--- config.mk ---
export PLATFORM = sky130hd
export DESIGN_NAME = byte_stack_with_extract
export DESIGN_NICKNAME = d
export VERILOG_FILES = /design/src/design/bswe_pkg.sv /design/src/design/bswe_cell.sv /design/src/design/byte_stack_with_extract.sv
export SDC_FILE = /design/constraint.sdc
export NUM_CORES = 1
export LEC_CHECK = 0
export BUFFER_PORTS_ARGS = -buffer_cell sky130_fd_sc_hd__buf_2
export CAP_MARGIN = 20
export CORE_ASPECT_RATIO = 0.9
export CORE_UTILIZATION = 40
export DETAILED_ROUTE_END_ITERATION = 8
export GPL_TIMING_DRIVEN = 1
export SLEW_MARGIN = 0
export SYNTH_ARGS = -nofsm -noshare
export SYNTH_HDL_FRONTEND = slang
export SYNTH_HIERARCHICAL = 1
export SYNTH_SLANG_ARGS = --single-unit
--- constraint.sdc ---
create_clock -name clk -period 10.93 [get_ports clk]
set_input_delay 3.279 -clock clk [delete_from_list [all_inputs] [get_ports clk]]
set_output_delay 3.279 -clock clk [all_outputs]
set_load 0.02 [all_outputs]
--- src/design/bswe_pkg.sv ---
// Shared types, constants and helper functions for the byte stack with extract.
package bswe_pkg;

	localparam int DEPTH = 64;
	localparam int IDX_W = $clog2(DEPTH);
	localparam int CNT_W = $clog2(DEPTH + 1);

	typedef enum logic [1:0] {
		ACT_PUSH    = 2'd0,
		ACT_POP     = 2'd1,
		ACT_EXTRACT = 2'd2
	} act_t;

	typedef enum logic [1:0] {
		ST_OK        = 2'd0,
		ST_EMPTY     = 2'd1,
		ST_FULL      = 2'd2,
		ST_NOT_FOUND = 2'd3
	} status_t;

	typedef enum logic [1:0] {
		OP_HOLD    = 2'd0,
		OP_PUSH    = 2'd1,
		OP_POP     = 2'd2,
		OP_EXTRACT = 2'd3
	} cell_op_t;

	typedef struct packed {
		cell_op_t op;
		logic     sel;
	} cell_ctl_t;

	// Prefix OR from the top cell downward, built as a log-depth tree.
	function automatic logic [DEPTH-1:0] prefix_or(input logic [DEPTH-1:0] v);
		logic [DEPTH-1:0] p;
		logic [DEPTH-1:0] q;
		p = v;
		for (int l = 0; l < IDX_W; l++) begin
			q = p;
			for (int i = 0; i < DEPTH; i++) begin
				if (i >= (1 << l)) begin
					p[i] = q[i] | q[i - (1 << l)];
				end
			end
		end
		return p;
	endfunction

endpackage

--- src/design/bswe_cell.sv ---
// One storage cell of the stack chain: holds a byte and shifts with its neighbors.
module bswe_cell (
	input  logic               clk,
	input  bswe_pkg::cell_ctl_t ctl,
	input  logic [7:0]         upper_data,
	input  logic [7:0]         lower_data,
	input  logic [7:0]         key,
	output logic [7:0]         data,
	output logic               match
);
	import bswe_pkg::*;

	logic [7:0] data_q;

	always_ff @(posedge clk) begin
		unique case (ctl.op)
			OP_HOLD: begin
			end
			OP_PUSH: begin
				data_q <= upper_data;
			end
			OP_POP: begin
				data_q <= lower_data;
			end
			OP_EXTRACT: begin
				// Cells at or below the removed entry close the gap.
				if (ctl.sel) begin
					data_q <= lower_data;
				end
			end
			default: begin
			end
		endcase
	end

	assign data  = data_q;
	assign match = (data_q == key);

endmodule

--- src/design/byte_stack_with_extract.sv ---
// Top level of the byte stack with extract: control, count and the cell chain.
//
// A transaction is accepted at a rising edge where start is high and busy is
// low; action and value are sampled there. Push and pop need no second step:
// done pulses in the cycle after acceptance and busy stays low, so a
// new transaction may follow at once. Extract runs as a compare step, which
// checks every cell against value and registers the hit vector, and then a
// resolve step, which finds the topmost hit and shifts the cells below it;
// busy is high for the resolve step and done pulses the cycle after it.
// The result (result_byte, status, entry_count, is_vacant) is on the ports
// for exactly the one cycle that done is high; the receiver cannot stall it.
// The top of the stack sits in cell 0; push shifts the chain away from it,
// pop shifts it toward it. Reset clears the count and all control state; the
// cell contents are meaningless until pushed.
module byte_stack_with_extract (
	input  logic                       clk,
	input  logic                       arst_n,
	input  logic                       start,
	output logic                       busy,
	input  logic [1:0]                 action,
	input  logic [7:0]                 value,
	output logic                       done,
	output logic [7:0]                 result_byte,
	output logic [1:0]                 status,
	output logic [bswe_pkg::CNT_W-1:0] entry_count,
	output logic                       is_vacant
);
	import bswe_pkg::*;

	logic             accept;
	logic [CNT_W-1:0] count_q;
	logic [CNT_W-1:0] count_d;
	logic             ext_pending_q;
	logic             ext_pending_d;
	logic [DEPTH-1:0] hits_s1;
	logic [DEPTH-1:0] hits_raw;
	logic [DEPTH-1:0] remove_sel;
	logic [7:0]       value_s1;
	logic [7:0]       cell_data [DEPTH];
	cell_op_t         op_d;
	logic             done_q;
	logic             done_d;
	logic [7:0]       byte_q;
	logic [7:0]       byte_d;
	status_t          status_q;
	status_t          status_d;
	logic [CNT_W-1:0] out_count_q;

	assign accept     = start && !busy;
	assign busy       = ext_pending_q;
	assign remove_sel = prefix_or(hits_s1);

	for (genvar i = 0; i < DEPTH; i++) begin : g_cell
		cell_ctl_t  ctl;
		logic [7:0] upper;
		logic [7:0] lower;
		logic       hit;

		assign ctl.op  = op_d;
		assign ctl.sel = remove_sel[i];

		if (i == 0) begin : g_top
			assign upper = value;
		end else begin : g_mid
			assign upper = cell_data[i-1];
		end
		if (i == DEPTH - 1) begin : g_bottom
			assign lower = 8'd0;
		end else begin : g_above
			assign lower = cell_data[i+1];
		end

		bswe_cell u_cell (
			.clk        (clk),
			.ctl        (ctl),
			.upper_data (upper),
			.lower_data (lower),
			.key        (value),
			.data       (cell_data[i]),
			.match      (hit)
		);

		// Only cells below the count hold live entries.
		assign hits_raw[i] = hit && (CNT_W'(i) < count_q);
	end

	always_comb begin
		op_d          = OP_HOLD;
		count_d       = count_q;
		ext_pending_d = 1'b0;
		done_d        = 1'b0;
		byte_d        = 8'd0;
		status_d      = ST_OK;
		if (ext_pending_q) begin
			done_d = 1'b1;
			if (|hits_s1) begin
				op_d    = OP_EXTRACT;
				count_d = count_q - CNT_W'(1);
				byte_d  = value_s1;
			end else begin
				status_d = ST_NOT_FOUND;
			end
		end else if (accept) begin
			unique case (act_t'(action))
				ACT_PUSH: begin
					done_d = 1'b1;
					if (count_q == CNT_W'(DEPTH)) begin
						status_d = ST_FULL;
					end else begin
						op_d    = OP_PUSH;
						count_d = count_q + CNT_W'(1);
					end
				end
				ACT_POP: begin
					done_d = 1'b1;
					if (count_q == '0) begin
						status_d = ST_EMPTY;
					end else begin
						op_d    = OP_POP;
						count_d = count_q - CNT_W'(1);
						byte_d  = cell_data[0];
					end
				end
				ACT_EXTRACT: begin
					ext_pending_d = 1'b1;
				end
				default: begin
					done_d = 1'b1;
				end
			endcase
		end
	end

	always_ff @(posedge clk or negedge arst_n) begin
		if (!arst_n) begin
			count_q       <= '0;
			ext_pending_q <= 1'b0;
			done_q        <= 1'b0;
		end else begin
			count_q       <= count_d;
			ext_pending_q <= ext_pending_d;
			done_q        <= done_d;
		end
	end

	always_ff @(posedge clk) begin
		hits_s1     <= hits_raw;
		value_s1    <= value;
		byte_q      <= byte_d;
		status_q    <= status_d;
		out_count_q <= count_d;
	end

	assign done        = done_q;
	assign result_byte = byte_q;
	assign status      = status_q;
	assign entry_count = out_count_q;
	assign is_vacant   = (out_count_q == '0);

	a_count_bound: assert property (@(posedge clk) disable iff (!arst_n)
		count_q <= CNT_W'(DEPTH))
		else $error("stack count exceeds depth");

	a_ext_two_cycles: assert property (@(posedge clk) disable iff (!arst_n)
		ext_pending_q |=> !ext_pending_q)
		else $error("extract resolve lasted more than one cycle");

	a_ext_hit_count: assert property (@(posedge clk) disable iff (!arst_n)
		(ext_pending_q && (|hits_s1)) |=> (count_q == $past(count_q) - CNT_W'(1)))
		else $error("successful extract did not remove one entry");

	a_done_source: assert property (@(posedge clk) disable iff (!arst_n)
		done_q |-> ($past(ext_pending_q) ||
			($past(accept) && ($past(action) != ACT_EXTRACT))))
		else $error("result strobe without a finished transaction");

	a_push_full: assert property (@(posedge clk) disable iff (!arst_n)
		(done_q && (status_q == ST_FULL)) |-> (out_count_q == CNT_W'(DEPTH)))
		else $error("full status reported on a stack that is not full");

endmodule
==> metrics.yaml, run 1 <==
hold_buffers: 0
period_needed_ps: 6200
routedWlPerCell_um: 22.1
crit_arrival_ps: 6430
post_cts_resized: 0
fin_area_um2: 38300
netlist.top_cell.by_area: "edfxtp_1"
synth_cell_types: 63
fin_cells: 3937
outcome: "finished clean"
n_antenna_cell: 0
drive_gt1_share_pct: 29.0
dp_cells: 3767
cp-start-kind: "input pin"
synth.avg_cell_area_um2: 13.1
insertion_delay_ps: 620
final_antenna_net_count: 0
first_global_vias: 21500
tritoncts: "done"
skew_ps: 18.9
first_iter_violations: 1565
cts_root_buf: "clkbuf_16"
gp_congestion: 0.851
peakVddDrop_mv: 0.100
grt_start_max_net_pins: 69
cts.sinks: 610
r2r_cells: 9
nFillCells: 7529
crit_type: "input pin to register"
overflow: 0
required_ps: 11170
holdPathStages: 1
synth_commonest_cells: "514 x xnor2_1, 512 x edfxtp_1, 512 x mux2_2"
dr.pass1.iters: 5
power.leakage_nw: 13.2
die_w_um: 310
fin_setup_tns_ps: 0
synth-edff-count: 512
ys_top_cells_by_area: "edfxtp_1 45%, mux2_2 17%, xnor2_1 13%"
grt_pass1_wl_um: 134000
fin_nets: 2895
dpl.hpwl_um: 63800
drc_errors: 0
grt_antenna_before_repair: 0
cp-end-kind: "register"
clockBufferDepth: 3
powerDensity_nw_per_um2: 192
max_freq_mhz: 161
grt_util_all_layers_pct: 20.3
htreeDepth: 3
ys_warn_count: 6
die_y_um: 279
rsz0062_at_grt: "false"
drt-total-wl_um: 87100
cts-buffers-inserted: 68
async_flop_share_pct: 1.48
setup_violations: 0
post_cts_buffers: 0
core_um2: 84300
synthMostInstantiatedCell: "xnor2_1"
pin_count: 33
slew_headroom_pct: 26.9
synth_ff_type: "edfxtp_1"
synth_seq_area_share_pct: 51.1
num_vias: 21100
syn_to_final_growth_pct: 12.4
drv_slew: 0
hold_viol_final: 0
tightest_slew_ps: 1100
vias_per_cell: 5.37
path_max_fanout: 56
cap_violations: 0
ys_ff_latch: 610
synth_area_um2: 34000
clk_pin_slew_ps: 60
start_util_pct: 40.4
hp-class: "register to register"
portBuffers: 32
synthCells: 2592
synth_top_area_share_pct: 45.2
finalCritPeriodShare_pct: 56.7
fp-row-count: 101
placed_area_um2: 35800
die-area_um2: 86300
-- cells by family (layout without fill, tap and decap cells) --
group | count (synthesis) | count (layout) | synth area share (%)
and+or+nand+nor | 540 | 540 | 9.54
buffers and inverters | 104 | 309 | 1.15
AOI/OAI and AO/OA | 174 | 174 | 3.10
xor gates and xnor gates | 516 | 516 | 13.3
DFF | 610 | 610 | 51.1
muxes | 516 | 516 | 17.1
other | 1 | 8 | 0.0110
adders and majority gates | 131 | 131 | 4.81
-- worst max-delay path: stages --
cell and delay [ps]:
buf_2 140, nand2b_1 220, nor3_1 290, buf_4 250
or2_4 400, buf_4 620, ha_1 350, o21ai_0 820
-- where the power goes --
group | switching [mW] | internal (mW) | total (mW)
combinational | 0.896 | 0.781 | 1.68
sequential | 0.381 | 3.03 | 3.41
clock | 0.973 | 1.30 | 2.28
-- metal layers --
metal,vias to the layer above,share of wire (%),GRT usage [%]
li1,9820,-,-
met1,10700,46,28.7
met2,492,47,32.7
met3,110,4.7,2.78
met4,0,1.8,4.61
met5,-,0,0
-- cells in the final DEF (no fill, tap or decap), drive strengths merged, types with 5 or more instances in the layout --
| cell type | count |
|---|---|
| inv | 85 |
| or3 | 14 |
| or2 | 16 |
| o21a | 16 |
| edfxtp | 512 |
| nand3 | 14 |
| ha | 131 |
| o21ai | 81 |
| buf | 90 |
| a21boi | 20 |
| dfrtp | 9 |
| nor3 | 10 |
| mux2 | 512 |
| nor2b | 16 |
| and2 | 11 |
| clkinvlp | 5 |
| nor2 | 174 |
| a21oi | 24 |
| a31oi | 6 |
| clkinv | 25 |
| xnor2 | 514 |
| nand2b | 11 |
| conb | 8 |
| dfxtp | 89 |
| nand2 | 107 |
| nand4 | 134 |
| nor4 | 12 |
| a22o | 8 |
| clkbuf | 101 |
-- final timing paths --
check                                             to  slack, ps        start
max                        g_cell[19].u_cell/data[6]       4730        start
min                                   result_byte[6]        450  value_s1[6]
max reg2reg                 g_cell[5].u_cell/data[2]       5780  hits_s1[37]
min reg2reg                           result_byte[6]        450  value_s1[6]
max in group asynchronous                 count_q[5]       8150       arst_n
min in group asynchronous                       done       2540       arst_n
-- through the flow --
| step | power, mW | util, % | worst slack (ps) | hold WS [ps] |
|---|---|---|---|---|
| 3_3_place_gp | 5.03 | 42.4 | 4180 | 445 |
| 2_1_floorplan | 4.51 | - | 831 | 426 |
| 3_5_place_dp | 5.10 | 42.5 | 3970 | 444 |
| 6_report | 7.37 | 45.4 | 4730 | 449 |
| 5_1_grt | 7.69 | 45.4 | 4540 | 483 |
| 4_1_cts | 7.40 | 45.1 | 4630 | 452 |
-- state kept, by name, summed over array words and instances (netlist names) --
signal	cells
g_cell.u_cell/data	512
hits_s1	64
result_byte	8
value_s1	8
count_q	7
entry_count	7
status	2
busy	1
done	1
-- final cells by class --
| class | count | area (µm²) | share of cell area, % |
|---|---|---|---|
| Multi-Input combinational cell | 1885 | 16300 | 42.6 |
| Clock inverter | 37 | 353 | 0.922 |
| Inverter | 81 | 304 | 0.794 |
| Timing Repair Buffer | 105 | 636 | 1.66 |
| Sequential cell | 610 | 17400 | 45.4 |
| Clock buffer | 86 | 1870 | 4.89 |
| Tap cell | 1133 | 1420 | 3.70 |
Note: power is estimated with default switching activity, not from simulation.
==> run 2, diff against run 1 <==
==> constraint.sdc (replaced) <==
create_clock -name clk -period 6.1 [get_ports clk]
set_input_delay 1.83 -clock clk [delete_from_list [all_inputs] [get_ports clk]]
set_output_delay 1.83 -clock clk [all_outputs]
set_load 0.02 [all_outputs]
==> metrics.yaml, run 2 (synthesized netlist as in run 1, its figures left out) <==
crit_arrival_ps: 4790
drv_slew: 0
powerDensity_nw_per_um2: 349
dpl.hpwl_um: 61500
die-area_um2: 86300
routedWlPerCell_um: 21.0
pin_count: 33
core_um2: 84300
layout_common_cells: "514 x xnor2_1, 512 x mux2_2, 512 x edfxtp_1, 134 x nand4_1, 131 x ha_1"
fin_util_pct: 46.0
start_util_pct: 40.4
grt-busiest-layer: "met2"
cts-buffers-inserted: 72
hp-class: "register to register"
grt_pass1_wl_um: 129000
drc_errors: 0
rsz0062_at_grt: "false"
setup_slack_ps: 1670
first_global_vias: 21300
final_antenna_net_count: 0
dr.pass1.iters: 6
hold_ws_ps: 453
cp-end-kind: "register"
max_freq_mhz: 226
clk_pin_slew_ps: 60
peakVddDrop_mv: 0.176
tightest_slew_ps: 1090
cp-start-kind: "register"
finalCritPeriodShare_pct: 72.6
use_met3_pct: 3.48
cts.sinks: 610
outcome: "finished clean"
overflow: 0
skew_ps: 35.0
power.leakage_nw: 13.5
post_cts_resized: 0
crit_type: "register to register"
drive_gt1_share_pct: 29.8
hold_viol_final: 0
tritoncts: "done"
syn_to_final_growth_pct: 13.9
post_cts_buffers: 0
drt-total-wl_um: 83200
largest_register_ffs: 512
die_y_um: 279
htreeDepth: 3
use_met2_pct: 30.0
cap_violations: 0
first_iter_violations: 1398
clockBufferDepth: 3
die_w_um: 310
vias_per_cell: 5.25
insertion_delay_ps: 630
required_ps: 6460
slew_headroom_pct: 27.3
fin_nets: 2920
fp-row-count: 101
fin_setup_tns_ps: 0
grt_start_max_net_pins: 67
portBuffers: 32
setup_violations: 0
grt_antenna_before_repair: 6
grt_util_all_layers_pct: 19.4
nFillCells: 7521
gp_congestion: 0.844
use_met1_pct: 27.6
cts_root_buf: "clkbuf_16"
layout_commonest_cell: "xnor2_1"
period_needed_ps: 4430
hold_buffers: 0
num_vias: 20800
path_max_fanout: 40
post-place-ws_ps: 1490
run 2: changes by cell type in the layout (fill, tap and decap cells not counted), moves of 7 or more:
cell / change
clkbuf_4: -11
buf_2: -34
clkbuf_16: +8
buf_4: +68
clkinv_2: +7
run 2: worst max-delay path: stages (launching register included):
cell     delay, ps
dfxtp_1        310
nor4_1         670
nand4_1        580
nor4_4         490
a31oi_1        140
buf_4          220
or2_4          450
buf_4          310
ha_1           310
nor2_4         260
mux2_2         380
run 2: report_power, final:
part,switching (mW),internal [mW]
sequential,0.637,5.42
clock,1.75,2.65
combinational,1.61,1.46
total,4.00,9.54
run 2: worst paths after layout:
| path | startpoint | endpoint | slack, ps | cells past startpoint |
|---|---|---|---|---|
| setup / recovery | hits_s1[45] | g_cell[38].u_cell/data[0] | 1670 | 10 |
| hold / removal | value_s1[4] | result_byte[4] | 450 | 1 |
| setup reg to reg | hits_s1[45] | g_cell[38].u_cell/data[0] | 1670 | 10 |
| hold reg to reg | value_s1[4] | result_byte[4] | 450 | 1 |
| max in group asynchronous | arst_n | count_q[6] | 4790 | 1 |
| min in group asynchronous | arst_n | done | 1080 | 1 |
run 2: routing by layer:
layer  wire (µm)  vias to the layer above
li1            -                     9885
met2       37500                      434
met5          36                        -
met4        2070                        6
met1       40000                    10400
met3        3690                      140
run 2: area by class of cell:
type                            instances  area (µm²)  share of cell area (%)
Timing Repair Buffer                  126         911                    2.35
Sequential cell                       610       17400                    44.8
Tap cell                             1133        1420                    3.66
Clock buffer                           97        2120                    5.46
Multi-Input combinational cell       1885       16300                    42.1
Clock inverter                         36         324                   0.836
Inverter                               81         304                   0.784
Antenna cell                            1        2.50                 0.00645
run 2: through the flow:
step	std cells	area, µm²	power [mW]
after floorplan	2599	34100	8.07
after global routing	3968	38800	14.1
after CTS	3968	38800	13.6
final	3969	38800	13.5
after global placement	3835	36300	9.09
after detailed placement	3835	36300	9.22
